**src/design/rwcp_pkg.sv**
```systemverilog
// Shared constants, types and the divider step for the wall column projection block.
// No dependencies; imported by rwcp_frontend, ray_wall_column_projection and the testbench.
`default_nettype none
package rwcp_pkg;

	localparam int SCREEN_ROWS    = 480;
	localparam int TEXTURE_WIDTH  = 64;
	localparam int TEXTURE_HEIGHT = 64;
	localparam int FRAC           = 16;

	localparam int POS_W   = 22;
	localparam int DIR_W   = 24;
	localparam int CELL_W  = 6;
	localparam int NUM_W   = POS_W + 1;            // |num| reaches 2^22
	localparam int PERP_W  = 32;
	localparam int LH_W    = 16;
	localparam int ROW_W   = 9;
	localparam int COL_W   = 6;
	localparam int STEP_W  = 24;
	localparam int START_W = 23;
	localparam int REM_W   = PERP_W;               // widest divisor

	// quotient bits of each divider
	localparam int D1_STEPS = NUM_W + FRAC;
	localparam int D2_STEPS = $clog2(SCREEN_ROWS * (2 ** FRAC) + 1);
	localparam int D3_STEPS = $clog2(TEXTURE_HEIGHT * (2 ** FRAC) + 1);

	localparam logic [D2_STEPS-1:0] LH_NUM   = D2_STEPS'(SCREEN_ROWS * (2 ** FRAC));
	localparam logic [D3_STEPS-1:0] STEP_NUM = D3_STEPS'(TEXTURE_HEIGHT * (2 ** FRAC));

	localparam int HALF_ROWS = SCREEN_ROWS / 2;
	localparam logic [LH_W-1:0]    LH_MAX    = '1;
	localparam logic [PERP_W-1:0]  PERP_MAX  = '1;
	localparam logic [STEP_W-1:0]  STEP_MAX  = '1;
	localparam logic [START_W-1:0] START_MAX = START_W'((2 ** (START_W - 1)) - 1);

	typedef struct packed {
		logic [NUM_W-1:0]        abs_num;
		logic [DIR_W-1:0]        abs_dir;
		logic                    q_pos;      // quotient sign positive and num nonzero
		logic                    dir_zero;
		logic [POS_W-1:0]        wall_pos;
		logic signed [DIR_W-1:0] wall_dir;
		logic                    mirror;
	} front_t;

	// one restoring division step: returns {quotient bit, new remainder}
	function automatic logic [REM_W:0] div_step(input logic [REM_W-1:0] rem,
			input logic nbit, input logic [REM_W-1:0] dv);
		logic [REM_W:0] t;
		logic [REM_W:0] d;
		t = {rem, nbit};
		d = {1'b0, dv};
		if (t >= d) begin
			div_step = {1'b1, REM_W'(t - d)};
		end else begin
			div_step = {1'b0, t[REM_W-1:0]};
		end
	endfunction

endpackage
`default_nettype wire

```
**src/design/rwcp_frontend.sv**
```systemverilog
// Axis selection and numerator set-up for the perpendicular distance divide.
// Depends on rwcp_pkg.
`default_nettype none
module rwcp_frontend import rwcp_pkg::*; (
	input  wire logic [POS_W-1:0]        viewer_x,
	input  wire logic [POS_W-1:0]        viewer_y,
	input  wire logic signed [DIR_W-1:0] dir_x,
	input  wire logic signed [DIR_W-1:0] dir_y,
	input  wire logic [CELL_W-1:0]       hit_cell_x,
	input  wire logic [CELL_W-1:0]       hit_cell_y,
	input  wire logic                    hit_face,
	output front_t                       front
);

	logic [CELL_W-1:0]       cell_sel;
	logic [POS_W-1:0]        pos;
	logic signed [DIR_W-1:0] dir;
	logic                    neg;
	logic [CELL_W:0]         cadj;
	logic signed [NUM_W:0]   num;
	logic [NUM_W:0]          num_mag;
	logic [DIR_W-1:0]        dir_mag;

	always_comb begin
		cell_sel = hit_face ? hit_cell_y : hit_cell_x;
		pos      = hit_face ? viewer_y : viewer_x;
		dir      = hit_face ? dir_y : dir_x;
		neg      = dir[DIR_W-1];
		// far edge of the cell when stepping negative
		cadj     = {1'b0, cell_sel} + {{CELL_W{1'b0}}, neg};
		num      = $signed({1'b0, cadj, {FRAC{1'b0}}}) - $signed({2'b00, pos});
		num_mag  = num[NUM_W] ? (NUM_W+1)'(-num) : num;
		dir_mag  = neg ? DIR_W'(-dir) : dir;

		front.abs_num  = num_mag[NUM_W-1:0];
		front.abs_dir  = dir_mag;
		front.q_pos    = (num != '0) && (num[NUM_W] == neg);
		front.dir_zero = (dir == '0);
		front.wall_pos = hit_face ? viewer_x : viewer_y;
		front.wall_dir = hit_face ? dir_x : dir_y;
		front.mirror   = hit_face ? dir_y[DIR_W-1] : ((dir_x != '0) && !dir_x[DIR_W-1]);
	end

endmodule
`default_nettype wire

```
**config.mk**
```make
export PLATFORM = sky130hd
export DESIGN_NAME = rwcp_frontend
export DESIGN_NICKNAME = d
export VERILOG_FILES = /design/src/design/rwcp_pkg.sv /design/src/design/rwcp_frontend.sv
export SDC_FILE = /design/constraint.sdc
export NUM_CORES = 1
export LEC_CHECK = 0
export ABC_AREA = 1
export BUFFER_PORTS_ARGS = -buffer_cell sky130_fd_sc_hd__buf_4
export CAP_MARGIN = 40
export CORE_UTILIZATION = 43
export DETAILED_ROUTE_END_ITERATION = 8
export GPL_ROUTABILITY_DRIVEN = 0
export GPL_TIMING_DRIVEN = 0
export PLACE_DENSITY = 0.82
export SYNTH_ARGS = -nofsm -noshare
export SYNTH_HDL_FRONTEND = slang
export SYNTH_SLANG_ARGS = --single-unit
export TNS_END_PERCENT = 1
```
**constraint.sdc**
```tcl
create_clock -name vclk -period 4.5
set_clock_uncertainty 0.1 [all_clocks]
set_input_delay 0.45 -clock vclk [all_inputs]
set_output_delay 0.45 -clock vclk [all_outputs]
set_load 0.005 [all_outputs]
```
## Word-level counts from Yosys, hierarchy flattened

Index checks and enable logic that the tools add are counted.

| operators by class | value |
|---|---|
| equality and inequality tests | 1 |
| muxes and demuxes | 8 |
| reduce and logical (&&, ||, !) cells | 6 |
| add/subtract/negate cells | 4 |

Operator list:

| operator | count |
|---|---|
| 2-to-1 mux 24 bit | 3 |
| nonzero test 24 bit | 2 |
| 2-to-1 mux 22 bit | 2 |
| logical NOT 24 bit | 1 |
| negation 24 bit | 1 |
| subtractor 23 x 22 -> 24 bit | 1 |
| 2-to-1 mux 23 bit | 1 |
| negation 23 bit | 1 |
| adder 6 x 1 -> 7 bit | 1 |
| 2-to-1 mux 6 bit | 1 |
| logical AND 1 bit | 2 |
| equality test 1 bit | 1 |
| logical NOT 1 bit | 1 |
| 2-to-1 mux 1 bit | 1 |

| word-level totals | value |
|---|---|
| bits of input ports | 105 |
| bits in registers | 0 |
| word-level logic and storage cells | 19 |
| output and inout bits | 96 |

## Longest topological paths before layout

Gate-level depths: netlist of the first run.

| depth | value |
|---|---|
| word-level depth | 5 |
| mapped depth | 27 |
| mapped depth without buffers | 22 |

## Worst setup path before layout of the first run

OpenSTA, ideal clock, no wires.

| timing | value |
|---|---|
| path type | input to output |
| start | input hit_face |
| end | output front[84] in the netlist's numbering |
| path slack | 200 ps |
| data arrival time | 3750 ps |
| data required time | 3950 ps |
| stages on the path | 23 |
| buffers on the path | 7 |
| cells stage by stage | buf_4 buf_4 buf_2 buf_2 clkbuf_1 clkbuf_1 nand2_1 nand2_1 ha_1 ha_1 ha_1 a21oi_1 o21ai_0 a21oi_1 nand2_1 nand2_1 nand2_2 inv_2 buf_6 nand2_1 nand2_1 xnor2_1 inv_1 |

RTL lines:

| what | RTL line | RTL |
|---|---|---|
| start, declared | rwcp_frontend.sv:11 | `input wire logic hit_face,` |
| end, declared | rwcp_frontend.sv:12 | `output front_t front` |

==> results of run 1 <==
==> worst max-delay path: cells and delay by family <==
family	cells	cell delay, ns
buffers and inverters	6	1.02
AO/OA/AOI/OAI	4	0.68
AND/OR/NAND/NOR	6	0.66
adder cells (fa/ha/maj)	2	0.56
XOR/XNOR	2	0.31
==> report_power, final <==
group	internal, mW	total, mW	switching (mW)	leakage, nW
sequential	0	0	0	0
clock	0	0	0	0
combinational	0.377	0.788	0.411	3.03
total	0.377	0.788	0.411	3.03
==> cell type report <==
cell class	instances	area [µm²]	share of cell area [%]
timing repair buffer	202	1520	29.2
multi-input combinational	605	2960	57.0
inverter	121	454	8.74
tap	102	128	2.46
buffer	20	136	2.62
==> how the worst max path moves through the flow <==
| stage | startpoint | endpoint | slack (ns) | depth (start not counted) |
|---|---|---|---|---|
| floorplan | hit_face | front[84] | 0.20 | 23 |
| global placement | hit_face | front[79] | -0.99 | 23 |
| detailed placement | hit_face | front[79] | -1.02 | 23 |
| CTS | hit_face | front[79] | 0.04 | 20 |
| global route | hit_face | front[84] | 0.02 | 22 |
| finish | hit_face | front[79] | 0.25 | 20 |
==> layer usage <==
layer | up-vias | GRT usage (%)
li1 | 2728 | -
met1 | 2279 | 42.2
met2 | 198 | 53.1
met3 | 14 | 2.22
met4 | 0 | 3.72
met5 | - | 0
==> synthesized netlist by cell type, types with 7 or more instances <==
cell type / instances
nor2_2: 7
nand4_1: 9
nand2_1: 295
buf_2: 7
xor2_1: 32
nand3b_1: 7
clkbuf_1: 9
o21ai_1: 8
xnor2_1: 10
nand3_1: 36
inv_1: 115
ha_1: 10
nor2_1: 63
o21ai_0: 76
a21oi_1: 8
==> repair_timing <==
item | in CTS | in global routing
hold endpoints to repair | 0 | 0
hold buffers | 0 | 0
gates resized for setup | 5 | 9
pin swaps | 0 | 1
setup buffers | 0 | 1
endpoints found under the setup margin | 23 | 19
==> kinds of logic (layout without fill, tap and decap cells) <==
logic type | count (synthesis) | in the layout
AOI/OAI and AO/OA | 106 | 106
buffers and inverters | 146 | 343
xor gates and xnor gates | 42 | 42
muxes | 3 | 3
and+or+nand+nor | 444 | 444
adders and majority gates | 10 | 10
==> flow_metrics.tcl, run 1 <==
set metrics [dict create \
    route.met3.wl_um 814 \
    post-dp-hpwl_um 11300 \
    grt-ovfl-total 0 \
    synth_compound_area_share_pct 15.9 \
    p_per_area_nw_per_um2 152 \
    rows 32 \
    portBuffers 201 \
    synth_area_leaders "nand2_1 31%, inv_1 12%, o21ai_0 11%" \
    track_usage_pct 30.6 \
    n_antenna_cell 0 \
    drc 0 \
    critPathArrivalTime_ns 3.70 \
    hold_path_class "input port to output pin" \
    antenna_found_initial 0 \
    vias 5219 \
    period_minus_slack_ns 4.25 \
    total_power_mw 0.788 \
    core_um2 7850 \
    synth_area_um2 3540 \
    post-route-period-util_pct 94.5 \
    slowest_stage "ha_1" \
    crit_type "input port to output pin" \
    yosysTopAreaCell "nand2_1" \
    synth-simple-area-share_pct 52.5 \
    grt_max_degree 38 \
    path_cells "buf_4, buf_12, nand2_1, o21ai_4, buf_4, ha_1, nand3_1, xor2_1, ha_1, a21oi_1, o21ai_0, a21oi_1, nand2_1, nand2_1, nand2_4, inv_2, clkbuf_4, nand2_1, xor2_1, buf_4" \
    die_area_um2 8600 \
    dpl.cell_count 1054 \
    start_util_pct 45.1 \
    drtAntennaViolNets 0 \
    status "finished clean" \
    final_max_slew_viol_count 0 \
    grt_pass1_wl_um 21700 \
    grt_pass1_vias 4598 \
    avgSynthCellArea_um2 4.71 \
    io_pins 201 \
    max-cap-violations 0 \
    crit_path_end_kind "output pin" \
    cp_max_fo 37 \
    whs_ns 1.07 \
    synthesis.nets 866 \
    postPlaceCellArea_um2 5180 \
    final_cell_area_um2 5200 \
    rsz0062_at_grt "false" \
    synth_top_area_share_pct 31.3 \
    ir_worst_vdd_uv 74.5 \
    min_from "viewer_y[8]" \
    syn_inst 751 \
    layout.nets 1065 \
    seqCellArea_um2 0 \
    wl_met2_um 6100 \
    cp_common_cell "nand2_1" \
    synth.distinct_cells 35 \
    yosysSeqAreaShare_pct 0 \
    area_growth_pct 46.8 \
    cp.required_ns 3.95 \
    slew_headroom_pct 60.4 \
    crit_path_start_kind "input port" \
    drive_above_1_share_pct 25.7 \
    fin_cells 1050 \
    p_leak_nw 3.03 \
    routed_wl_um 13200 \
    wl_met1_um 6120 \
    nFlopsAndLatches 0 \
    fin_tns_setup_ns 0 \
    ys_warn_count 0 \
    clock.fmax_mhz 235 \
    fp.dieW_um 92.7 \
    final_cell_mix "295 x nand2_1, 205 x buf_4, 115 x inv_1" \
    die_h_um 92.7 \
    slowest_delay_ns 0.38 \
    synthAdderAreaFrac_pct 3.53 \
    wl_per_cell_um 12.6 \
    worstMarginPinSlew_ns 0.593 \
    synth_xor_area_share_pct 10.4 \
    finish.utilization_pct 66.2 \
    synth.area.mux_share_pct 0.848 \
    final_common_cell "nand2_1" \
    timing.final.ws_setup_ns 0.249 \
    drt_first_iter_violations 270 \
    whs_path_depth 4 \
    nFillCells 836 \
    finalHoldViolations 0 \
    clock_buffers 0 \
    pre_cts_slack_ns -1.02 \
    finalSetupViolations 0 \
    dr.pass1.iters 5 \
    highest_layer "met4" \
    whs_endpoint "front[33]" \
    vias_per_cell 4.97 \
    synth_top_family_by_area "simple AND/OR/NAND/NOR gates" \
]
Note: power is estimated with default switching activity, not from simulation.
==> run 2: changes to the inputs <==
Settings changed: BUFFER_PORTS_ARGS -buffer_cell sky130_fd_sc_hd__buf_4 to default, CORE_UTILIZATION 43 to 45, DONT_BUFFER_PORTS from default to 1, PLACE_DENSITY 0.82 to default.
==> flow_metrics.tcl, run 2 (synthesized netlist as in run 1, its figures left out) <==
set metrics [dict create \
    nFillCells 860 \
    drtAntennaViolNets 0 \
    crit_path_start_kind "input port" \
    routed_wl_um 12500 \
    postPlaceCellArea_um2 3660 \
    post-dp-hpwl_um 10800 \
    die_area_um2 8220 \
    io_pins 201 \
    core_um2 7410 \
    timing.final.ws_setup_ns 0.276 \
    drive_above_1_share_pct 5.76 \
    grt_pass1_vias 4151 \
    grt-ovfl-total 0 \
    rows 31 \
    drc 0 \
    layout.nets 864 \
    grt_pass1_wl_um 19900 \
    pre_cts_slack_ns -0.984 \
    rsz0062_at_grt "false" \
    vias_per_cell 5.44 \
    whs_path_depth 2 \
    seqCellArea_um2 0 \
    period_minus_slack_ns 4.22 \
    n_antenna_cell 0 \
    final_cell_area_um2 3670 \
    min_from "viewer_y[9]" \
    fp.dieW_um 90.7 \
    finalHoldViolations 0 \
    portBuffers 0 \
    dr.pass1.iters 5 \
    cts_setup_buffers 0 \
    track_usage_pct 29.2 \
    cp_max_fo 37 \
    crit_type "input port to output pin" \
    wl_per_cell_um 14.8 \
    grt_max_degree 38 \
    critPathArrivalTime_ns 3.67 \
    start_util_pct 47.8 \
    die_h_um 90.7 \
    clock.fmax_mhz 237 \
    status "finished clean" \
    max-cap-violations 0 \
    nFlopsAndLatches 0 \
    p_per_area_nw_per_um2 144 \
    ctsHoldBuffers 0 \
    post-route-period-util_pct 93.9 \
    hold_path_class "input port to output pin" \
    crit_path_end_kind "output pin" \
    finalSetupViolations 0 \
    worstMarginPinSlew_ns 0.505 \
    area_growth_pct 3.57 \
    cp.required_ns 3.95 \
    antenna_found_initial 0 \
    clock_buffers 0 \
    whs_endpoint "front[34]" \
    final_common_cell "nand2_1" \
    drt_first_iter_violations 283 \
    vias 4602 \
    final_max_slew_viol_count 0 \
    ir_worst_vdd_uv 55.4 \
    slew_headroom_pct 65.4 \
    p_leak_nw 2.05 \
    final_cell_mix "295 x nand2_1, 115 x inv_1, 76 x o21ai_0" \
]
==> run 2: changes by cell type in the layout (fill, tap and decap cells not counted) <==
cell     previous run  this run
o21ai_4             1         0
buf_8               0         1
o21ai_2             2         3
buf_12              1         0
buf_4             205         2
buf_2               3         5
==> run 2: worst max path at each step <==
stage               slack, ns  cells after the start        end     start
floorplan                0.20                     23  front[84]  hit_face
global placement         -1.0                     21  front[79]  hit_face
detailed placement      -0.98                     21  front[79]  hit_face
CTS                      0.04                     23  front[95]  hit_face
global route             0.02                     24  front[94]  hit_face
finish                   0.28                     23  front[95]  hit_face
==> run 2: area by class of cell <==
| cell class | instances | area [µm²] | area share [%] |
|---|---|---|---|
| Buffer | 21 | 134 | 3.65 |
| Tap cell | 99 | 124 | 3.38 |
| Inverter | 121 | 454 | 12.4 |
| Multi-Input combinational cell | 605 | 2950 | 80.6 |
==> run 2: layer usage <==
metal / vias to the layer above / wire length, µm / GRT usage (%)
li1: 2317 / - / -
met1: 2014 / 5520 / 38.4
met2: 243 / 5590 / 51.1
met3: 28 / 1060 / 3.03
met4: 0 / 306 / 5.65
met5: - / 0 / 0
==> run 2: stage by stage <==
step / setup TNS (ns) / power, mW / hold WS (ns) / utilization, % / cells
5_1_grt: 0 / 0.595 / 0.903 / 49.5 / 846
6_report: 0 / 0.527 / 0.897 / 49.5 / 846
3_5_place_dp: -19.82 / 0.521 / 0.899 / 49.5 / 850
4_1_cts: 0 / 0.523 / 0.899 / 49.3 / 847
3_3_place_gp: -20.19 / 0.514 / 0.898 / 49.5 / 850
2_1_floorplan: 0 / 0.416 / 0.891 / - / 751
==> run 2: repair_timing <==
| item | in CTS | in global routing |
|---|---|---|
| setup endpoints to repair | 23 | 16 |
| gates resized for setup | 4 | 5 |
| cloned | 0 | 0 |
==> run 2: worst max-delay path, stage by stage <==
cell and delay (ns):
buf_8 0.21, clkbuf_4 0.25, clkbuf_4 0.26, nand2_1 0.09, nand2_1 0.12, ha_1 0.19
ha_1 0.18, nand2_1 0.09, xor2_1 0.15, ha_1 0.40, nand2_1 0.07, inv_1 0.06
nand3_1 0.06, nor2_1 0.10, nand3_1 0.10, nand2_1 0.08, nand2_1 0.09, nand2_4 0.15
inv_2 0.06, buf_6 0.14, or2_0 0.22, nand2_1 0.07, inv_1 0.05
==> run 2: where the power goes <==
part | switching (mW) | total (mW) | internal (mW)
registers | 0 | 0 | 0
clock network | 0 | 0 | 0
logic | 0.356 | 0.527 | 0.171
